==> config.mk <==
export PLATFORM = sky130hd
export DESIGN_NAME = h264_sei_nal_stripper_core
export DESIGN_NICKNAME = d
export VERILOG_FILES = /design/src/hw/rtl/sns_pkg.sv /design/src/hw/rtl/sns_filter.sv /design/src/hw/rtl/sns_out_buf.sv /design/src/hw/rtl/h264_sei_nal_stripper_core.sv
export SDC_FILE = /design/constraint.sdc
export NUM_CORES = 1
export LEC_CHECK = 0
export BUFFER_PORTS_ARGS = -buffer_cell sky130_fd_sc_hd__buf_2
export CELL_PAD_IN_SITES_DETAIL_PLACEMENT = 1
export CELL_PAD_IN_SITES_GLOBAL_PLACEMENT = 2
export CORE_MARGIN = 5
export CORE_UTILIZATION = 43
export CTS_BUF_LIST = sky130_fd_sc_hd__clkbuf_4 sky130_fd_sc_hd__clkbuf_8
export DETAILED_ROUTE_END_ITERATION = 6
export PLACE_DENSITY_LB_ADDON = 0.1
export SKIP_LAST_GASP = 1
export SYNTH_ARGS = -nofsm -noshare
export SYNTH_HDL_FRONTEND = slang
export SYNTH_HIERARCHICAL = 1
export SYNTH_SLANG_ARGS = --single-unit
==> constraint.sdc <==
create_clock -name clk -period 4.8 [get_ports clk]
set_input_delay 0.24 -clock clk [delete_from_list [all_inputs] [get_ports clk]]
set_output_delay 0.24 -clock clk [all_outputs]
set_load 0.02 [all_outputs]
==> src/hw/rtl/sns_pkg.sv <==
// ----------------------------------------------------------------------------
// sns_pkg: shared types and constants
// Item and result structs, the result batch passed to the output buffer, and
// the NAL type rules used by the filter.
// ----------------------------------------------------------------------------
package sns_pkg;

  localparam int WIN_DEPTH   = 4;
  localparam int MAX_RESULTS = WIN_DEPTH + 1;
  localparam int FILL_W      = 3;
  localparam int CNT_W       = 3;

  localparam logic [7:0] TYPE_MASK   = 8'h1f;
  localparam logic [4:0] VCL_TYPE_MAX = 5'd5;
  localparam logic [4:0] NAL_SPS     = 5'd7;
  localparam logic [4:0] NAL_PPS     = 5'd8;
  localparam logic [4:0] NAL_AUD     = 5'd9;

  typedef struct packed {
    logic [7:0] data_byte;
    logic       frame_end;
    logic       apply_filter;
  } in_item_t;

  typedef struct packed {
    logic [7:0] out_byte;
    logic       byte_valid;
    logic       end_of_frame;
  } out_item_t;

  typedef struct packed {
    out_item_t [MAX_RESULTS-1:0] slot;
    logic [CNT_W-1:0]            count;
  } batch_t;

  function automatic logic type_kept(input logic [4:0] t);
    return (t <= VCL_TYPE_MAX) || (t == NAL_SPS) || (t == NAL_PPS) || (t == NAL_AUD);
  endfunction

endpackage

==> src/hw/rtl/sns_filter.sv <==
// ----------------------------------------------------------------------------
// sns_filter: look-behind window and region decision
// Holds the four-byte window and frame state, and forms the batch of results
// caused by one byte: the byte leaving the window plus the flush at frame end, or a bare end marker.
// ----------------------------------------------------------------------------
module sns_filter (
  input  logic              clk,
  input  logic              rst,
  input  logic              step,
  input  sns_pkg::in_item_t item,
  output sns_pkg::batch_t   batch
);
  import sns_pkg::*;

  logic [7:0]        look_behind [WIN_DEPTH];
  logic [FILL_W-1:0] window_fill;
  logic              region_kept;
  logic              vcl_seen;
  logic              frame_filtering;
  logic              mid_frame;

  logic [7:0]        look_behind_next [WIN_DEPTH];
  logic [FILL_W-1:0] window_fill_next;
  logic              region_kept_next;
  logic              vcl_seen_next;
  logic              frame_filtering_next;
  logic              mid_frame_next;

  always_comb begin
    logic [7:0]        lb [WIN_DEPTH];
    logic [FILL_W-1:0] fill;
    logic              rk;
    logic              vs;
    logic [7:0]        cand [MAX_RESULTS];
    logic              lead;
    logic [4:0]        type_code;
    logic [CNT_W-1:0]  cnt;

    // open a new frame when none is in progress
    for (int i = 0; i < WIN_DEPTH; i++) begin
      lb[i] = mid_frame ? look_behind[i] : 8'h00;
    end
    fill = mid_frame ? window_fill : '0;
    rk   = mid_frame ? region_kept : !item.apply_filter;
    vs   = mid_frame ? vcl_seen    : !item.apply_filter;
    frame_filtering_next = mid_frame ? frame_filtering : item.apply_filter;

    type_code = 5'(item.data_byte & TYPE_MASK);
    lead      = 1'b0;
    cand[0]   = lb[0];

    if (fill >= FILL_W'(WIN_DEPTH)) begin
      if (!vs && lb[0] == 8'h00 && lb[1] == 8'h00 && lb[2] == 8'h00 && lb[3] == 8'h01) begin
        rk = type_kept(type_code);
        if (type_code <= VCL_TYPE_MAX) begin
          vs = 1'b1;
        end
      end
      lead = rk;
      for (int i = 0; i < WIN_DEPTH - 1; i++) begin
        lb[i] = lb[i+1];
      end
      lb[WIN_DEPTH-1] = item.data_byte;
      fill = FILL_W'(WIN_DEPTH);
    end else begin
      lb[fill[1:0]] = item.data_byte;
      fill = fill + 1'b1;
    end

    for (int i = 0; i < WIN_DEPTH; i++) begin
      cand[i+1] = lb[i];
    end

    // leaving byte first, then the flushed window
    cnt = CNT_W'(lead);
    if (item.frame_end && rk) begin
      cnt = cnt + CNT_W'(fill);
    end
    for (int k = 0; k < MAX_RESULTS - 1; k++) begin
      batch.slot[k].out_byte = lead ? cand[k] : cand[k+1];
      batch.slot[k].byte_valid = 1'b1;
    end
    batch.slot[MAX_RESULTS-1].out_byte   = cand[MAX_RESULTS-1];
    batch.slot[MAX_RESULTS-1].byte_valid = 1'b1;

    // bare end marker when the frame gave nothing
    if (item.frame_end && cnt == '0) begin
      batch.slot[0].out_byte   = 8'h00;
      batch.slot[0].byte_valid = 1'b0;
      cnt = CNT_W'(1);
    end
    for (int k = 0; k < MAX_RESULTS; k++) begin
      batch.slot[k].end_of_frame = item.frame_end && (CNT_W'(k) == cnt - 1'b1);
    end
    batch.count = cnt;

    region_kept_next = rk;
    vcl_seen_next    = vs;
    if (item.frame_end) begin
      for (int i = 0; i < WIN_DEPTH; i++) begin
        look_behind_next[i] = 8'h00;
      end
      window_fill_next = '0;
      mid_frame_next   = 1'b0;
    end else begin
      look_behind_next = lb;
      window_fill_next = fill;
      mid_frame_next   = 1'b1;
    end
  end

  always_ff @(posedge clk) begin
    if (rst) begin
      for (int i = 0; i < WIN_DEPTH; i++) begin
        look_behind[i] <= 8'h00;
      end
      window_fill     <= '0;
      region_kept     <= 1'b0;
      vcl_seen        <= 1'b0;
      frame_filtering <= 1'b0;
      mid_frame       <= 1'b0;
    end else if (step) begin
      look_behind     <= look_behind_next;
      window_fill     <= window_fill_next;
      region_kept     <= region_kept_next;
      vcl_seen        <= vcl_seen_next;
      frame_filtering <= frame_filtering_next;
      mid_frame       <= mid_frame_next;
    end
  end

  a_unfiltered_passes: assert property (@(posedge clk) disable iff (rst)
    (mid_frame && !frame_filtering) |-> (vcl_seen && region_kept))
    else $error("unfiltered frame lost pass-through state");

  a_fill_range: assert property (@(posedge clk) disable iff (rst)
    window_fill <= FILL_W'(WIN_DEPTH))
    else $error("window fill out of range");

  a_frame_close: assert property (@(posedge clk) disable iff (rst)
    (step && item.frame_end) |=> (!mid_frame && window_fill == '0))
    else $error("frame end did not close the frame");

endmodule

==> src/hw/rtl/sns_out_buf.sv <==
// ----------------------------------------------------------------------------
// sns_out_buf: result buffer
// Takes a batch of up to five results and gives them out one per request.
// ----------------------------------------------------------------------------
module sns_out_buf (
  input  logic               clk,
  input  logic               rst,
  input  logic               load,
  input  sns_pkg::batch_t    batch,
  output logic               can_load,
  output logic               result_valid,
  input  logic               result_ready,
  output sns_pkg::out_item_t result
);
  import sns_pkg::*;

  out_item_t        entry [MAX_RESULTS];
  logic [CNT_W-1:0] cnt;
  logic             pop;

  assign result_valid = (cnt != '0);
  assign result       = entry[0];
  assign pop          = result_valid && result_ready;
  assign can_load     = (cnt == '0) || (cnt == CNT_W'(1) && result_ready);

  always_ff @(posedge clk) begin
    if (rst) begin
      cnt <= '0;
    end else if (load) begin
      cnt <= batch.count;
    end else if (pop) begin
      cnt <= cnt - 1'b1;
    end
  end

  // advance the queue head on each request
  always_ff @(posedge clk) begin
    if (load) begin
      for (int k = 0; k < MAX_RESULTS; k++) begin
        entry[k] <= batch.slot[k];
      end
    end else if (pop) begin
      for (int k = 0; k < MAX_RESULTS - 1; k++) begin
        entry[k] <= entry[k+1];
      end
    end
  end

  a_pop_count: assert property (@(posedge clk) disable iff (rst)
    (pop && !load) |=> (cnt == $past(cnt) - 1'b1))
    else $error("result count did not drop after a request");

  a_eof_last: assert property (@(posedge clk) disable iff (rst)
    (result_valid && result.end_of_frame) |-> (cnt == CNT_W'(1)))
    else $error("end of frame not on the last queued result");

endmodule

==> src/hw/rtl/h264_sei_nal_stripper_core.sv <==
// ----------------------------------------------------------------------------
// h264_sei_nal_stripper_core: Annex B NAL unit filter, top level
// A byte leaves the window four bytes later and reaches the result port after
//   the byte pushing it out passes the hold register into the output buffer.
// Throughput: one byte per cycle while the buffer can load; a frame-end byte
//   yields up to five results, sent one per cycle through the single result
//   port when ready. Reset clears all control state at once; no clearing pass.
// ----------------------------------------------------------------------------
module h264_sei_nal_stripper_core (
  input  logic               clk,
  input  logic               rst,
  input  logic               item_valid,
  output logic               item_ready,
  input  sns_pkg::in_item_t  item,
  output logic               result_valid,
  input  logic               result_ready,
  output sns_pkg::out_item_t result
);
  import sns_pkg::*;

  in_item_t hold;
  logic     hold_full;
  logic     can_load;
  logic     load;
  batch_t   batch;

  assign load       = hold_full && can_load;
  assign item_ready = !hold_full || load;

  always_ff @(posedge clk) begin
    if (rst) begin
      hold_full <= 1'b0;
    end else if (item_valid && item_ready) begin
      hold_full <= 1'b1;
    end else if (load) begin
      hold_full <= 1'b0;
    end
  end

  always_ff @(posedge clk) begin
    if (item_valid && item_ready) begin
      hold <= item;
    end
  end

  sns_filter u_filter (
    .clk   (clk),
    .rst   (rst),
    .step  (load),
    .item  (hold),
    .batch (batch)
  );

  sns_out_buf u_out_buf (
    .clk          (clk),
    .rst          (rst),
    .load         (load),
    .batch        (batch),
    .can_load     (can_load),
    .result_valid (result_valid),
    .result_ready (result_ready),
    .result       (result)
  );

endmodule
# [After elaboration in Yosys (flattened, before gate mapping)]
# Memory sizes are Yosys's and may differ from the RTL's.
# Index checks and enable logic that the tools add are counted.
[totals] ramBits=50 n_memories=1 ff_bits=52 wordCells=110 output_inout_bits=12
[mem_list] memory="u_out_buf.entry" words=5 word_bits=10 read_ports=5 rd_ports_with_merged_regs=0 write_ports=5 line="sns_out_buf.sv:17" source="out_item_t entry [MAX_RESULTS];"
[classes] bitwise=5 magnitude_cmp=4 eq_ne=9 addsub=4 n_mux=41 reduce_logical=33
[ops] op="8-bit two-way mux" n=9
[ops] op="32-bit two-way mux" n=2
[ops] op="10-bit two-way mux" n=4
[ops] op="32-bit bitwise mux" n=1
[ops] op="8-bit zero test" n=3
[ops] op="3-bit two-way mux" n=7
[ops] op="8-bit demux with 2-bit select" n=1
[ops] op="1-bit logical AND" n=16
[ops] op="1-bit two-way mux" n=16
[ops] op="5-bit by 4-bit == test with 1-bit output (second input constant)" n=2
[ops] op="3-bit zero test" n=3
[ops] op="9-bit two-way mux" n=1
[ops] op="8-bit by 1-bit == test with 1-bit output (second input constant)" n=1
[ops] op="2-bit by 3-bit == test with 1-bit output (first input constant)" n=2
[ops] op="3-bit >= comparator (second input constant)" n=2
[ops] op="3-bit by 1-bit subtractor with 3-bit output (second input constant)" n=2
[ops] op="5-bit by 3-bit == test with 1-bit output (second input constant)" n=1
[ops] op="5-bit by 3-bit <= comparator with 1-bit output (second input constant)" n=1
[ops] op="1-bit logical OR" n=5
[ops] op="1-bit bitwise OR" n=4
[ops] op="2-bit nonzero test" n=2
[ops] op="1-bit by 3-bit adder with 3-bit output" n=1
[ops] op="3-bit by 1-bit adder with 3-bit output (second input constant)" n=1
[ops] op="1-bit by 3-bit == test with 1-bit output (first input constant)" n=1
[ops] op="other kinds (6)" n=8

# [Depth between registers and ports, before layout]
# Gate-level depths: netlist of run 1.
[depth] ltp_word=18 depth_mapped=14

# [By module]
# The synthesis of run 1 kept the hierarchy.
[modules_own_cells] mod="sns_filter" area_each_um2=2901.5 seq_area_each_um2=760.7 cells_each=365 instances=1
[modules_own_cells] mod="sns_out_buf" area_each_um2=2472.4 seq_area_each_um2=1561.5 cells_each=133 instances=1
[modules_own_cells] mod="h264_sei_nal_stripper_core" area_each_um2=362.8 seq_area_each_um2=320.3 cells_each=16 instances=1

# [Least setup slack after synthesis of run 1]
# OpenSTA, ideal clock, no wires.
[synth_timing] path_kind="register to register" from="reg u_filter/look_behind[12] (netlist bit)" to="mem u_out_buf/entry[0][2] (netlist bit), data pin" n_path_buf=2 synth_period_minus_slack_ns=3.793 required_ns=4.540 path_stages_with_launch=13 arrival_ns=3.533 path_slack_ns=1.007 path_cell_list="dfxtp_1 -> or4_1 -> o41a_1 -> nor4_4 -> or2_1 -> buf_4 -> buf_6 -> ha_1 -> ha_1 -> or4_1 -> o31ai_2 -> a21oi_1 -> mux2_4"
[synth_rtl] element="start: declaration" line="sns_filter.sv:15" source="logic [7:0] look_behind [WIN_DEPTH];"
[synth_rtl] element="start signal: assignment" line="sns_filter.sv:123" source="look_behind <= look_behind_next;"
[synth_rtl] element="end: declaration" line="sns_out_buf.sv:17"

==> results of run 1 <==
-- cells in the mapped netlist, types with 3 or more instances --
master	number	area share [%]
nor2_1	48	3.1
nor3b_1	10	1.3
o211ai_1	8	1.0
a22oi_1	49	6.4
mux2_2	6	1.2
a211oi_1	3	0.39
o2bb2ai_1	21	3.2
buf_6	6	1.2
o21ai_0	15	1.3
edfxtp_1	60	31
inv_1	11	0.72
nand3_1	6	0.52
mux2_1	18	3.5
nor3_1	3	0.26
or4_1	5	0.65
nand2_1	25	1.6
dfxtp_1	42	15
clkbuf_1	28	1.8
mux2_4	40	10
ha_1	9	2.0
or3b_2	8	1.2
nor4_1	7	0.76
a21oi_1	20	1.7
buf_4	16	2.1
-- cell families after synthesis --
group | after synthesis | synth area share, %
buffers and inverters | 66 | 6.19
multiplexers | 65 | 15.4
AND/OR/NAND/NOR | 135 | 13.1
other | 1 | 0.0654
AO/OA/AOI/OAI | 135 | 17.1
adder cells (fa/ha/maj) | 9 | 1.96
XOR/XNOR | 1 | 0.153
flip-flops | 102 | 46.1
-- per-stage QoR --
step / cell area (sq um) / cells / total power, mW
2_1_floorplan: 5750 / 517 / 1.90
6_report: 6080 / 692 / 2.60
3_5_place_dp: 5870 / 675 / 2.08
5_1_grt: 6080 / 692 / 2.75
4_1_cts: 6070 / 691 / 2.64
3_3_place_gp: 5870 / 675 / 2.06
-- worst max-delay path by stage --
stage                                       end  cells past startpoint
after floorplan           u_out_buf/entry[0][2]                     12
after global placement    u_out_buf/entry[0][1]                     12
after detailed placement  u_out_buf/entry[0][4]                     12
after CTS                 u_out_buf/entry[0][4]                     12
after global routing      u_out_buf/entry[0][3]                     12
final                     u_out_buf/entry[0][4]                     12
-- registers in the layout, summed over array words and instances (netlist names) --
signal and cells:
u_filter/look_behind 32, u_out_buf/entry 50, u_filter/vcl_seen 1, u_filter/window_fill 3
u_filter/region_kept 1, u_out_buf/cnt 3, hold 10, u_filter/mid_frame 1
hold_full 1
-- metal layers --
metal	share of wire (%)	vias to the layer above
met4	2.8	0
met1	46	2052
met5	0	-
met3	3.9	31
met2	47	98
li1	-	1928
-- power by group --
group	total [mW]	switching (mW)	leakage [nW]	internal, mW
sequential	1.27	0.0885	0.924	1.18
combinational	0.775	0.458	1.29	0.316
clock	0.561	0.307	0.102	0.254
total	2.60	0.854	2.32	1.75
-- layout make-up --
| class | count | share of cell area [%] |
|---|---|---|
| flip-flops and latches | 102 | 43.5 |
| multi-input cells | 349 | 45.3 |
| well taps | 176 | 3.62 |
| clock buffers | 10 | 2.27 |
| clock inverters | 6 | 0.988 |
| repair buffers | 37 | 3.58 |
| inverters | 12 | 0.741 |
-- repair_timing --
item,CTS,global route
resized for setup,0,0
endpoints found under the hold margin,0,1
buffers inserted,0,0
hold buffers,0,1
==> metrics.csv, run 1 <==
stage,metric,value,unit
cells_and_area,multi_input_area,2750,sq um
cells_and_area,regArea,2640,sq um
cts,cts_tree,yes,
placed_design,portBuffers,25,
synthesis,yosysSeqAreaShare,46.1,%
pwr,power.density,428,nW/um^2
cts,h-tree-depth,3,
timing,tns,0,ns
cts,cts_root_buf,clkbuf_8,
synthesis,ys_warn_count,6,
cts,clock_sinks,102,
drt,ant_nets,0,
job,maxCapViolCount,0,
worst_hold_path,holdCritStartpoint,item[7],
synthesis,synth.distinct_cells,64,
cells_and_area,fin_nets,534,
timing,fin_crit_sh,82.7,%
cts,cts_buffers,9,
worst_setup_path,ff2ff_setup_slack,0.83,ns
cells_and_area,utilization,46.2,%
worst_setup_path,startpoint_type,flip-flop,
timing,finalHoldViolations,0,
synthesis,synth-edff-count,60,
worst_setup_path,crit_start,u_filter/look_behind[12],
placed_design,pre_cts_ws,0.839,ns
placed_design,hpwl,10800,um
worst_hold_path,holdPathStages,1,
worst_setup_path,criticalPathCategory,reg -> reg,
placed_design,place.gp.congestion,0.894,
grt,grtUsageMet3,3.45,%
synthesis,synthFlopType,edfxtp_1,
worst_setup_path,regToRegStartpoint,u_filter/look_behind[12],
worst_setup_path,cp_cell_sequence,or4_1 > o41ai_1 > a31oi_1 > buf_4 > or2_1 > ha_1 > ha_1 > xor2_1 > or4_1 > o31ai_2 > a21oi_1 > mux2_4,
worst_hold_path,min_to,hold[7],
grt,grt_pass1_vias,4194,
drt,drc_errors,0,
synthesis,syn-cell-area,5740,sq um
run_status,status,"finished, final reports clean",
cts,clk_latency,0.38,ns
timing,setup_slack,0.832,ns
timing,rsz0062_at_grt,false,
drt,finalWirelength,15500,um
drt,wire_per_inst,22.3,um
cells_and_area,area_delta_synth_final,5.91,%
synthesis,ys_async_sr_fraction,0,%
worst_setup_path,reg2reg_to,u_out_buf/entry[0][4],
worst_setup_path,crit_family,simple AND/OR/NAND/NOR gates,
pwr,irDropWorstVdd,0.331,mV
worst_setup_path,arrival,4.10,ns
grt,grt_overflow,0,
synthesis,ys_seq_elements,102,
pwr,leakagePower,2.32,nW
die,core-area,13100,sq um
die,rows,42,
grt,grt_use_met1,27.6,%
worst_setup_path,worstPathRequired,4.93,ns
timing,setup_viol,0,
timing,slew_violations,0,
timing,fin_crit,3.97,ns
cells_and_area,n_fill_cell,1433,
drt,dr.pass1.iters,5,
grt,grt.met2_usage,32.5,%
cells_and_area,antenna_cells,0,
worst_setup_path,rr_worst_depth,12,
timing,maxClockFrequency,252,MHz
timing,slew_headroom,36.9,%
cts,clk_pin_slew,0.10,ns
worst_setup_path,end_kind,flip-flop,
grt,grt_use_total,20.2,%
worst_setup_path,crit_buf_inv,1,
grt,grt-busiest-layer,met2,
timing,finalClockSkew,0.0106,ns
grt,grt_pass1_wl,24800,um
synthesis,syn_area_per_cell,11.2,sq um
grt,grt_max_degree,45,
cells_and_area,layout_common_cells,"edfxtp_1 (60), a22oi_1 (49), nor2_1 (47)",
drt,dr.first_iter.drc_count,292,
cells_and_area,drive_gt1_share,22.3,%
die,ios,26,
worst_hold_path,hold_class,in -> reg,
worst_setup_path,cpMaxStageDelayCell,or4_1,
timing,tightest_slew,0.947,ns
die,die_h,126,um
synthesis,synthCells,514,
die,die_area,15800,sq um
worst_setup_path,crit_fanout,17,
timing,timing.hold.ws,0.0276,ns
die,die_x,126,um
worst_setup_path,critical_path.max_stage_delay,0.57,ns
drt,vias,4109,
die,start_util,43.7,%
grt,antenna_found_initial,0,
drt,viasPerCell,5.94,
cts,cts.path.max_buffers,2,
cells_and_area,layout_commonest_cell,edfxtp_1,
Power figures use the tool's default switching activity.
==> inputs of run 2 (changes only) <==
- CORE_UTILIZATION: 43 -> 39
- clock period: 4.8 -> 3.2 ns (I/O delays scaled with it)
==> run 2 against run 1 <==
  * The flow now finishes with violations (negative setup slack)
  * Clock-buffer cell count up 1
  * Cell area grew 12%
  * Fmax grew 16%
  * Clock skew increased by 0.0060 ns
  * Cell count increased by 11%
  * Combinational power up 74%
  * Critical path depth decreased by 1
==> metrics.csv, run 2 (synthesis results as in run 1) <==
stage,metric,value,unit,change
run_status,status,"finished, violations left",,"was finished, final reports clean"
run_status,violations,negative setup slack,,
worst_setup_path,end_kind,flip-flop,,unchanged
worst_setup_path,crit_buf_inv,0,,was 1
die,start_util,39.6,%,was 43.7%
cells_and_area,layout_commonest_cell,buf_4,,was edfxtp_1
worst_setup_path,startpoint_type,flip-flop,,unchanged
cells_and_area,drive_gt1_share,33.4,%,was 22.3%
grt,antenna_found_initial,0,,unchanged
cts,clk_latency,0.39,ns,was 0.38 ns
placed_design,hpwl,12100,um,was 10800 um
cts,cts_buffers,9,,unchanged
drt,vias,4335,,was 4109
grt,grt_pass1_wl,27400,um,was 24800 um
timing,setup_viol,10,,was 0
grt,grt_pass1_vias,4606,,was 4194
placed_design,place.gp.congestion,0.911,,was 0.894
worst_hold_path,hold_class,in -> reg,,unchanged
worst_setup_path,crit_family,simple AND/OR/NAND/NOR gates,,unchanged
cells_and_area,antenna_cells,0,,unchanged
cells_and_area,layout_common_cells,"buf_4 (67), edfxtp_1 (60), a22oi_1 (49)",,"was edfxtp_1 (60), a22oi_1 (49), nor2_1 (47)"
cells_and_area,largest_reg_flops,50,,unchanged
die,die_x,131,um,was 126 um
worst_setup_path,cpMaxStageDelayCell,or4_4,,was or4_1
cells_and_area,largest_registers,"u_out_buf/entry (50), u_filter/look_behind (32), hold (10)",,unchanged
timing,finalClockSkew,0.0166,ns,was 0.0106 ns
grt,grt_use_total,20.3,%,was 20.2%
cts,cts_tree,yes,,unchanged
timing,setup_slack,-0.229,ns,was 0.832 ns
pwr,leakagePower,2.70,nW,was 2.32 nW
cells_and_area,largest-register,u_out_buf/entry,,unchanged
timing,slew_violations,0,,unchanged
worst_setup_path,crit_fanout,5,,was 17
die,ios,26,,unchanged
timing,maxClockFrequency,292,MHz,was 252 MHz
pwr,power.density,613,nW/um^2,was 428 nW/um^2
job,maxCapViolCount,0,,unchanged
placed_design,portBuffers,25,,unchanged
cts,cts.path.max_buffers,2,,unchanged
worst_setup_path,arrival,3.57,ns,was 4.10 ns
drt,drc_errors,0,,unchanged
placed_design,pre_cts_ws,-0.216,ns,was 0.839 ns
cts,cts_root_buf,clkbuf_8,,unchanged
worst_setup_path,worstPathRequired,3.34,ns,was 4.93 ns
timing,tightest_slew,1.01,ns,was 0.947 ns
worst_setup_path,critical_path.max_stage_delay,0.56,ns,was 0.57 ns
cts,h-tree-depth,3,,unchanged
worst_setup_path,cp_cell_sequence,or4_4 > o41ai_4 > a31oi_2 > or2_4 > ha_4 > ha_4 > xor2_2 > or4_4 > o31ai_4 > a21oi_2 > mux2_4,,was or4_1 > o41ai_1 > a31oi_1 > buf_4 > or2_1 > ha_1 > ha_1 > xor2_1 > or4_1 > o31ai_2 > a21oi_1 > mux2_4
timing,rsz0062_at_grt,true,,was false
die,die_h,131,um,was 126 um
drt,dr.first_iter.drc_count,303,,was 292
cts,clock_sinks,102,,unchanged
cells_and_area,fin_nets,601,,was 534
drt,wire_per_inst,22.8,um,was 22.3 um
cells_and_area,area_delta_synth_final,18.6,%,was 5.91%
pwr,p_total,4.17,mW,was 2.60 mW
placed_design,place_area,6360,sq um,was 5870 sq um
grt,grt_max_degree,45,,unchanged
cells_and_area,design_area,6810,sq um,was 6080 sq um
grt,grt_overflow,0,,unchanged
worst_setup_path,criticalPathCategory,reg -> reg,,unchanged
drt,viasPerCell,5.65,,was 5.94
pwr,irDropWorstVdd,0.533,mV,was 0.331 mV
die,rows,44,,was 42
cells_and_area,utilization,47.0,%,was 46.2%
drt,ant_nets,0,,unchanged
die,core-area,14500,sq um,was 13100 sq um
die,die_area,17200,sq um,was 15800 sq um
cells_and_area,n_fill_cell,1560,,was 1433
timing,slew_headroom,32.9,%,was 36.9%
timing,fin_crit_sh,107,%,was 82.7%
timing,fin_crit,3.43,ns,was 3.97 ns
drt,dr.pass1.iters,4,,was 5
drt,finalWirelength,17500,um,was 15500 um
timing,finalHoldViolations,0,,unchanged
cts,clk_pin_slew,0.10,ns,about the same
[run 2: changes by cell type in the layout (fill, tap and decap cells not counted), moves of 3 or more]
cell           previous run  this run
dlygate4sd3_1             1        10
or4_1                     5         2
buf_4                    11        67
a21oi_2                   1         7
a21oi_1                  20        14
or4_4                     0         3
[run 2: worst min-delay path: stages]
cell and delay, ns:
buf_2 0.11, inv_1 0.06, a21oi_2 0.04
[run 2: layout make-up]
type | instances | area (sq um) | share of cell area [%]
Multi-Input combinational cell | 350 | 2910 | 42.8
Inverter | 12 | 45.0 | 0.662
Sequential cell | 102 | 2640 | 38.8
Tap cell | 184 | 230 | 3.38
Clock buffer | 11 | 145 | 2.13
Timing Repair Buffer | 103 | 748 | 11.0
Clock inverter | 5 | 81.3 | 1.20
[run 2: what timing repair did]
item / in CTS / in global routing
resized for setup: 3 / 11
setup buffers: 2 / 3
gates cloned: 1 / 0
pin swaps: 1 / 3
endpoints found under the setup margin: 10 / 14
endpoints found under the hold margin: 10 / 0
hold buffers: 10 / 0
[run 2: through the flow]
step | setup TNS [ns] | hold slack, ns | instances
2_1_floorplan | -2.87 | 0.222 | 517
3_3_place_gp | -1.06 | 0.337 | 735
3_5_place_dp | -1.87 | 0.339 | 735
4_1_cts | -1.84 | 0.00641 | 764
5_1_grt | -2.63 | 0.0125 | 767
6_report | -1.88 | 0.0174 | 767
[run 2: final timing paths]
check                           start               endpoint  slack (ns)  depth (start not counted)
min                        item_valid              hold_full        0.02                          3
max          u_filter/look_behind[20]  u_out_buf/entry[0][9]       -0.23                         11
max reg2reg  u_filter/look_behind[20]  u_out_buf/entry[0][9]       -0.23                         11
min reg2reg                 hold_full              hold_full        0.51                          2
[run 2: report_power, final]
group | internal [mW] | switching, mW | leakage (nW)
clock network | 0.473 | 0.470 | 0.113
logic | 0.566 | 0.783 | 1.66
registers | 1.77 | 0.112 | 0.924
total | 2.81 | 1.36 | 2.70
[run 2: layer usage]
| layer | up-vias | GRT usage, % | part of all wire [%] |
|---|---|---|---|
| li1 | 2056 | - | - |
| met1 | 2170 | 27.1 | 46 |
| met2 | 88 | 34.2 | 49 |
| met3 | 21 | 3.44 | 3.3 |
| met4 | 0 | 5.66 | 1.8 |
| met5 | - | 0 | 0 |
